<file path="config.mk">
export PLATFORM = sky130hd
export DESIGN_NAME = sist_ctrl
export DESIGN_NICKNAME = d
export VERILOG_FILES = /design/src/sv/sorted_interval_set_table_defines.svh /design/src/sv/sist_pkg.sv /design/src/sv/sist_ctrl.sv
export SDC_FILE = /design/constraint.sdc
export NUM_CORES = 1
export LEC_CHECK = 0
export BUFFER_PORTS_ARGS = -buffer_cell sky130_fd_sc_hd__buf_2
export CORE_AREA = 2 2 39 41
export DETAILED_ROUTE_END_ITERATION = 12
export DIE_AREA = 0 0 41 43
export SLEW_MARGIN = 20
export SYNTH_ARGS = -nofsm -noshare
export SYNTH_HDL_FRONTEND = slang
export SYNTH_SLANG_ARGS = --single-unit
</file>
<file path="constraint.sdc">
create_clock -name clock -period 1.3 [get_ports clock]
set_clock_uncertainty 0.05 [all_clocks]
set_input_delay 0.195 -clock clock [delete_from_list [all_inputs] [get_ports clock]]
set_output_delay 0.195 -clock clock [all_outputs]
set_load 0.01 [all_outputs]
</file>
<file path="src/sv/sorted_interval_set_table_defines.svh">
// ----------------------------------------------------------------------------
// Sorted interval set table: assertion macros
// Shared macros for the concurrent checks of the interval set table.
// ----------------------------------------------------------------------------
`ifndef SORTED_INTERVAL_SET_TABLE_DEFINES_SVH
`define SORTED_INTERVAL_SET_TABLE_DEFINES_SVH

// The consequent must hold in the same cycle as the antecedent.
`define SIST_ASSERT_IMPLY(label, clk, rst, ante, cons, msg) \
   label: assert property (@(posedge clk) disable iff (rst) (ante) |-> (cons)) \
      else $error(msg);

// The consequent must hold in the cycle after the antecedent.
`define SIST_ASSERT_NEXT(label, clk, rst, ante, cons, msg) \
   label: assert property (@(posedge clk) disable iff (rst) (ante) |=> (cons)) \
      else $error(msg);

`endif

</file>
<file path="src/sv/sist_pkg.sv">
// ----------------------------------------------------------------------------
// Sorted interval set table package
// Widths, operation codes and the controller/datapath interface structs.
// ----------------------------------------------------------------------------
`default_nettype none
package sist_pkg;

   localparam int VAL_W           = 63;
   localparam int OP_W            = 2;
   localparam int SRC_W           = 4;
   localparam int CNT_OUT_W       = 5;
   localparam int NUM_SOURCES_DEF = 16;
   localparam int MAX_RANGES_DEF  = 16;

   localparam logic [OP_W-1:0] OP_ADD    = 2'd0;
   localparam logic [OP_W-1:0] OP_REMOVE = 2'd1;
   localparam logic [OP_W-1:0] OP_COUNT  = 2'd2;
   // The spare code behaves as a count query.
   localparam logic [OP_W-1:0] OP_SPARE  = 2'd3;

   // Commands from the controller to the datapath.
   typedef struct packed {
      logic load;
      logic cnt_rd;
      logic init1;
      logic rd1;
      logic pr1;
      logic end1;
      logic init2;
      logic rd2;
      logic pr2;
      logic ex2;
      logic end2;
      logic fin;
      logic cap_old;
      logic cap_zero;
   } sist_cmd_type;

   // Status from the datapath to the controller.
   typedef struct packed {
      logic at_end;
      logic two_emit;
      logic src_bad;
      logic full;
      logic pass;
   } sist_sts_type;

endpackage
`default_nettype wire

</file>
<file path="src/sv/sist_ctrl.sv">
// ----------------------------------------------------------------------------
// Sorted interval set table controller
// Sequences the count read, the scan pass and the rewrite pass.
// ----------------------------------------------------------------------------
`default_nettype none
module sist_ctrl (
   input  logic                  clock,
   input  logic                  reset,
   input  logic                  req_valid,
   output logic                  req_stall,
   output logic                  rsp_valid,
   input  logic                  rsp_stall,
   output sist_pkg::sist_cmd_type cmd,
   input  sist_pkg::sist_sts_type sts
);
   import sist_pkg::*;

   localparam logic [3:0] S_IDLE = 4'd0;
   localparam logic [3:0] S_CNT  = 4'd1;
   localparam logic [3:0] S_INI1 = 4'd2;
   localparam logic [3:0] S_RD1  = 4'd3;
   localparam logic [3:0] S_PR1  = 4'd4;
   localparam logic [3:0] S_END1 = 4'd5;
   localparam logic [3:0] S_DEC  = 4'd6;
   localparam logic [3:0] S_RD2  = 4'd7;
   localparam logic [3:0] S_PR2  = 4'd8;
   localparam logic [3:0] S_EX2  = 4'd9;
   localparam logic [3:0] S_END2 = 4'd10;
   localparam logic [3:0] S_FIN  = 4'd11;
   localparam logic [3:0] S_RESP = 4'd12;

   logic [3:0] state_ff;
   logic [3:0] state_in;

   assign req_stall = (state_ff != S_IDLE);
   assign rsp_valid = (state_ff == S_RESP);

   always_comb begin
      state_in = state_ff;
      cmd      = '0;
      unique case (state_ff)
         S_IDLE: begin
            cmd.load = req_valid;
            if (req_valid) state_in = S_CNT;
         end
         S_CNT: begin
            cmd.cnt_rd = 1'b1;
            state_in   = S_INI1;
         end
         S_INI1: begin
            cmd.init1 = 1'b1;
            state_in  = S_RD1;
         end
         S_RD1: begin
            cmd.rd1  = !sts.at_end;
            state_in = sts.at_end ? S_END1 : S_PR1;
         end
         S_PR1: begin
            cmd.pr1  = 1'b1;
            state_in = S_RD1;
         end
         S_END1: begin
            cmd.end1 = 1'b1;
            state_in = S_DEC;
         end
         S_DEC: begin
            priority if (sts.src_bad) begin
               cmd.cap_zero = 1'b1;
               state_in     = S_RESP;
            end else if (sts.pass || sts.full) begin
               cmd.cap_old = 1'b1;
               state_in    = S_RESP;
            end else begin
               cmd.init2 = 1'b1;
               state_in  = S_RD2;
            end
         end
         S_RD2: begin
            cmd.rd2  = !sts.at_end;
            state_in = sts.at_end ? S_END2 : S_PR2;
         end
         S_PR2: begin
            cmd.pr2  = 1'b1;
            state_in = sts.two_emit ? S_EX2 : S_RD2;
         end
         S_EX2: begin
            cmd.ex2  = 1'b1;
            state_in = S_RD2;
         end
         S_END2: begin
            cmd.end2 = 1'b1;
            state_in = S_FIN;
         end
         S_FIN: begin
            cmd.fin  = 1'b1;
            state_in = S_RESP;
         end
         S_RESP: begin
            if (!rsp_stall) state_in = S_IDLE;
         end
         default: begin
            state_in = S_IDLE;
         end
      endcase
   end

   always_ff @(posedge clock) begin
      if (reset) begin
         state_ff <= S_IDLE;
      end else begin
         state_ff <= state_in;
      end
   end

endmodule
`default_nettype wire

</file>
==> results of run 1 <==
placed cells by master (no fill, tap or decap), types with 2 or more instances in the layout:
| master | Yosys | layout |
|---|---|---|
| nand2b_4 | 0 | 4 |
| buf_2 | 3 | 24 |
| a21oi_1 | 2 | 2 |
| a21oi_2 | 3 | 3 |
| inv_1 | 3 | 3 |
| buf_12 | 0 | 2 |
| buf_6 | 2 | 8 |
| dfxtp_2 | 0 | 2 |
| buf_4 | 0 | 10 |
| nor3_2 | 3 | 8 |
| clkbuf_4 | 0 | 3 |
| o21ai_0 | 5 | 5 |
| nor2_4 | 0 | 2 |
| and3_1 | 2 | 2 |
| nor2_1 | 11 | 8 |
| dfxtp_4 | 0 | 2 |
critical path, stage by stage (launching register included):
cell,delay [ps]
dfxtp_2,320
nand2b_4,150
or2_1,240
nor3_2,100
buf_2,140
metal layers:
metal,part of all wire,global-route usage
met3,0.044,0.0262
met5,0,0
met1,0.40,0.248
met2,0.54,0.366
met4,0.017,0.107
power breakdown:
part           switching [mW]  total, mW  internal [mW]
sequential             0.0598      0.243          0.183
combinational           0.624       1.35          0.730
clock                  0.0586      0.162          0.104
logic make-up (layout without fill, tap and decap cells):
family | count (synthesis) | count (layout)
AOI/OAI and AO/OA | 17 | 17
DFF | 4 | 4
and+or+nand+nor | 35 | 35
xor gates and xnor gates | 1 | 1
buffers and inverters | 9 | 51
final cells by class:
| cell class | instances | area, µm² |
|---|---|---|
| clock buffers | 3 | 22.5 |
| fillers | 114 | 457 |
| inverters | 4 | 15.0 |
| multi-input cells | 53 | 454 |
| flip-flops and latches | 4 | 90.1 |
| well taps | 16 | 20.0 |
| repair buffers | 44 | 325 |
what timing repair did:
action | CTS | global route
resized for setup | 32 | 6
endpoints found under the setup margin | 16 | 20
pin swaps | 9 | 4
setup buffers | 11 | 0
worst paths after layout:
| path | startpoint | endpoint | slack (ps) | depth (start not counted) |
|---|---|---|---|---|
| worst min register to register | state_ff[1]$_SDFFE_PP0P_ | state_ff[3]$_SDFFE_PP0P_ | 640 | 3 |
| worst max register to register | state_ff[0]$_SDFFE_PP0P_ | state_ff[2]$_SDFFE_PP0P_ | -30 | 6 |
| worst min-delay path | reset | state_ff[1]$_SDFFE_PP0P_ | 120 | 2 |
| worst max-delay path | state_ff[3]$_SDFFE_PP0P_ | cmd[1] | -140 | 4 |
through the flow:
| stage | area [µm²] | power (mW) | TNS (ps) | cells |
|---|---|---|---|---|
| after global routing | 927 | 1.90 | -2510 | 124 |
| after global placement | 653 | 1.09 | 0 | 110 |
| after detailed placement | 653 | 1.09 | 0 | 110 |
| after CTS | 890 | 1.67 | -1190 | 124 |
| after floorplan | 458 | 0.782 | 0 | 66 |
| final | 927 | 1.76 | -1340 | 124 |
==> key figures, run 1 <==
GRT
  • Initial antenna violation count: 0
  • Largest net degree at the start of global routing: 9
  • Vias in the first global route: 603
  • First-pass GRT wire length: 2.60 mm
  • Total GRT Usage: 0.216
  • Gr ovfl total: 0

CTS
  • Worst-path clk slew: 40 ps
  • TritonCTS buffer count: 3
  • Clock Latency Late Sink: 240 ps
  • Root Driver: clkbuf_4
  • H-tree depth: 1
  • Clock tree buffer depth: 2
  • Clock sink count: 4
  • Hold-fix buffers at CTS: 0
  • CTS tree: built

Logic synthesis
  • Synth Area in Simple Gates: 0.418
  • Post-synthesis net count: 75
  • Avg Cell Area, Syn: 6.94 µm²
  • Synthesized area: 458 µm²
  • Most frequent cell after synthesis: nor2_1
  • Post-synth EDFFs: 0
  • Synth Area in Compound Gates: 0.273
  • Synth cell types: 27
  • Synth warnings: 0
  • Post-Syn Instances: 66
  • Yosys top cell by area: dfxtp_1
  • Largest family of logic cells by synthesized area: simple AND/OR/NAND/NOR gates
  • Adder-cell share of the synthesized area: 0
  • Post-synthesis xor/xnor area fraction: 0.0191
  • Top FF cell, synth: dfxtp_1
  • #FFs+latches synth: 4
  • Mux cell area share after synthesis: 0
  • Synth area leaders: dfxtp_1, nor2_1, nor3_1, nor3_2, a21oi_2
  • Async set or reset register ratio after synthesis: 0
  • Seq/Total Area, Yosys: 0.175
  • Top cell type's share of synthesized area: 0.175
  • Top post-synthesis cells by count: nor2_1, nor3_1, o21ai_0, dfxtp_1, nand2b_1

Timing
  • Fin. Hold Viols: 0
  • Final setup margin: -144 ps
  • Hold Slack: 118 ps
  • Final setup fails: 19
  • Period utilisation layout: 1.11
  • Pins Over Slew Limit: 0
  • Max-slew headroom: 0.845
  • Slew of the pin with the lowest slew margin: 232 ps
  • Tmin final: 1440 ps
  • Fmax: 693 MHz
  • RSZ-0062 raised after global routing: yes

Placed design
  • Pre-CTS setup slack: 10.3 ps
  • Hpwl dp: 910 µm
  • PortBufs: 24
  • Placer Congestion: 0.752

Worst setup path
  • WP data arrival: 1200 ps
  • Startpoint types: flip-flop
  • Critical Path End Type: output pin
  • CP Max Fanout: 3
  • Critical path class: flip-flop to output pin
  • WP data required: 1050 ps

Drt
  • Drt via density: 5.09
  • Total Wirelength: 1.51 mm
  • DR pass1 iterations: 2
  • Vias: 631
  • Initial DRC Count: 5
  • Post-route ant nets: 0
  • Routed len/inst: 12.1 µm
  • DR DRC count: 0

Die
  • Die area: 0.00176 mm²
  • Std-Cell Rows: 14
  • DIE HEIGHT: 43 µm
  • I/O Pins: 25
  • DIE WIDTH: 41 µm
  • Initial Util: 0.331
  • Core footprint: 0.00138 mm²

Layout
  • Largest register by flop count: state_ff
  • Layout cells sized above 1: 0.713
  • Max reg flops: 4
  • Ant diodes: 0
  • Area Overhead vs Synth: 102%
  • Nets: 119
  • Post-layout util: 0.670
  • Largest regs: state_ff (4)

Hold path
  • HP Class: primary input to flip-flop

Power and ir drop
  • PD cells: 1900 mW/mm²
  • Static leakage: 0.451 nW
  • Worst IR Drop VDD: 0.000888 V

Outcome
  • Status: complete, but fails checks
  • Failing checks: negative setup slack

Run
  • Maxcap violations: 0
Note: power is estimated with default switching activity, not from simulation.
==> inputs of run 2 (changes only) <==
- PLACE_DENSITY_LB_ADDON: not set -> 0.2
==> run 2 against run 1 <==
  * The flow still finishes with violations (negative setup slack)
  * First-iteration DRC count did not move
  * Die area did not move
  * Total power fell by 5.8%
  * Non-clock buffer count fell by 3
  * Flip-flop and latch count did not move
  * Via count did not move
  * Critical path type unchanged
  * Combinational power fell by 7%
==> key figures, run 2 (synthesis gave the netlist of run 1 again) <==
Layout
  • Ant diodes: 0
  • Layout cells sized above 1: 0.705
  • Largest regs: state_ff (4)
  • Nets: 116
  • Design area: 915 µm²
  • Area Overhead vs Synth: 99.7%
  • Max reg flops: 4
  • Largest register by flop count: state_ff
  • # fillers: 123
  • Commonest non-fill, non-tap cell in the layout: buf_2
  • Most frequent cells in the layout: buf_2, buf_4, nor2_1
  • Layout Cells excl Fill: 121
  • Post-layout util: 0.661

Outcome
  • Status: complete, but fails checks
  • Failing checks: negative setup slack

Timing
  • RSZ-0062 raised after global routing: yes
  • Hold Slack: 123 ps
  • Final setup fails: 16
  • Period utilisation layout: 1.12
  • Max-slew headroom: 0.802
  • Fmax: 684 MHz
  • Setup TNS: -1230 ps
  • Final setup margin: -161 ps
  • Slew of the pin with the lowest slew margin: 297 ps
  • Pins Over Slew Limit: 0
  • Fin. Hold Viols: 0
  • Tmin final: 1460 ps

Power and ir drop
  • Tot Pwr: 1.66 mW
  • PD cells: 1810 mW/mm²
  • Static leakage: 0.423 nW
  • Worst IR Drop VDD: 0.00103 V

Drt
  • DRT met1 WL: 599 µm
  • Post-route ant nets: 0
  • Met3 WL: 69 µm
  • DR pass1 iterations: 2
  • Total Wirelength: 1.56 mm
  • Drt via density: 5.21
  • Top sig layer: met4
  • Vias: 631
  • Initial DRC Count: 5
  • Routed len/inst: 12.9 µm
  • Met2 WL post-DR: 867 µm
  • DR DRC count: 0

Placed design
  • Hpwl dp: 981 µm
  • Pre-CTS setup slack: 1.97 ps
  • Area after DPL: 676 µm²
  • PortBufs: 24
  • Inst Count DP: 113
  • Placer Congestion: 0.734

Die
  • DIE HEIGHT: 43 µm
  • Die area: 0.00176 mm²
  • Initial Util: 0.331
  • Std-Cell Rows: 14
  • I/O Pins: 25
  • DIE WIDTH: 41 µm
  • Core footprint: 0.00138 mm²

Worst setup path
  • Critical path class: flip-flop to output pin
  • CP max stage cell: dfxtp_2
  • WP data required: 1050 ps
  • CP Cell Sequence: nand2b_4 > or2_4 > nor3_2 > buf_2
  • Largest stage delay on the critical path: 340 ps
  • CP Max Fanout: 3
  • Startpoint types: flip-flop
  • WP data arrival: 1220 ps
  • Critical Path End Type: output pin
  • CP Buf/Inv Count: 1
  • CP top delay family: simple AND/OR/NAND/NOR gates

CTS
  • Clock tree buffer depth: 2
  • CTS tree: built
  • Clock Latency Late Sink: 240 ps
  • TritonCTS buffer count: 3
  • Clock sink count: 4
  • Root Driver: clkbuf_4
  • Hold-fix buffers at CTS: 0
  • H-tree depth: 1
  • Worst-path clk slew: 40 ps

GRT
  • Initial antenna violation count: 0
  • First-pass GRT wire length: 2.39 mm
  • Vias in the first global route: 576
  • Largest net degree at the start of global routing: 15
  • Total GRT Usage: 0.203
  • Gr ovfl total: 0

Hold path
  • HP Class: primary input to flip-flop

Run
  • Maxcap violations: 0
-- run 2: changes by cell type in the layout (fill, tap and decap cells not counted), sizes merged --
| cell | before | now |
|---|---|---|
| buf | 44 | 41 |
-- run 2: final timing paths --
check / depth (start not counted) / from / endpoint / slack, ps
setup / recovery: 4 / state_ff[3]$_SDFFE_PP0P_ / cmd[1] / -160
hold / removal: 2 / reset / state_ff[1]$_SDFFE_PP0P_ / 120
setup reg to reg: 7 / state_ff[0]$_SDFFE_PP0P_ / state_ff[1]$_SDFFE_PP0P_ / -30
hold reg to reg: 3 / state_ff[1]$_SDFFE_PP0P_ / state_ff[3]$_SDFFE_PP0P_ / 630
-- run 2: metal layers --
metal  vias to the layer above  track usage
met1                       296        0.235
met4                         0        0.120
li1                        310            -
met5                         -            0
met3                         4       0.0157
met2                        21        0.338
-- run 2: layout make-up --
class	count	area, µm²	share of cell area
multi-input cells	53	465	0.509
repair buffers	41	302	0.330
flip-flops and latches	4	90.1	0.0985
clock buffers	3	22.5	0.0246
well taps	16	20.0	0.0219
inverters	4	15.0	0.0164
-- run 2: timing repair --
item,4_1_cts,5_1_grt
setup endpoints to repair,18,20
buffers inserted,3,2
pin swaps,7,6
resized for setup,25,13
-- run 2: report_power, final --
part | internal, mW | switching, mW
registers | 0.183 | 0.0709
logic | 0.638 | 0.614
clock network | 0.103 | 0.0488
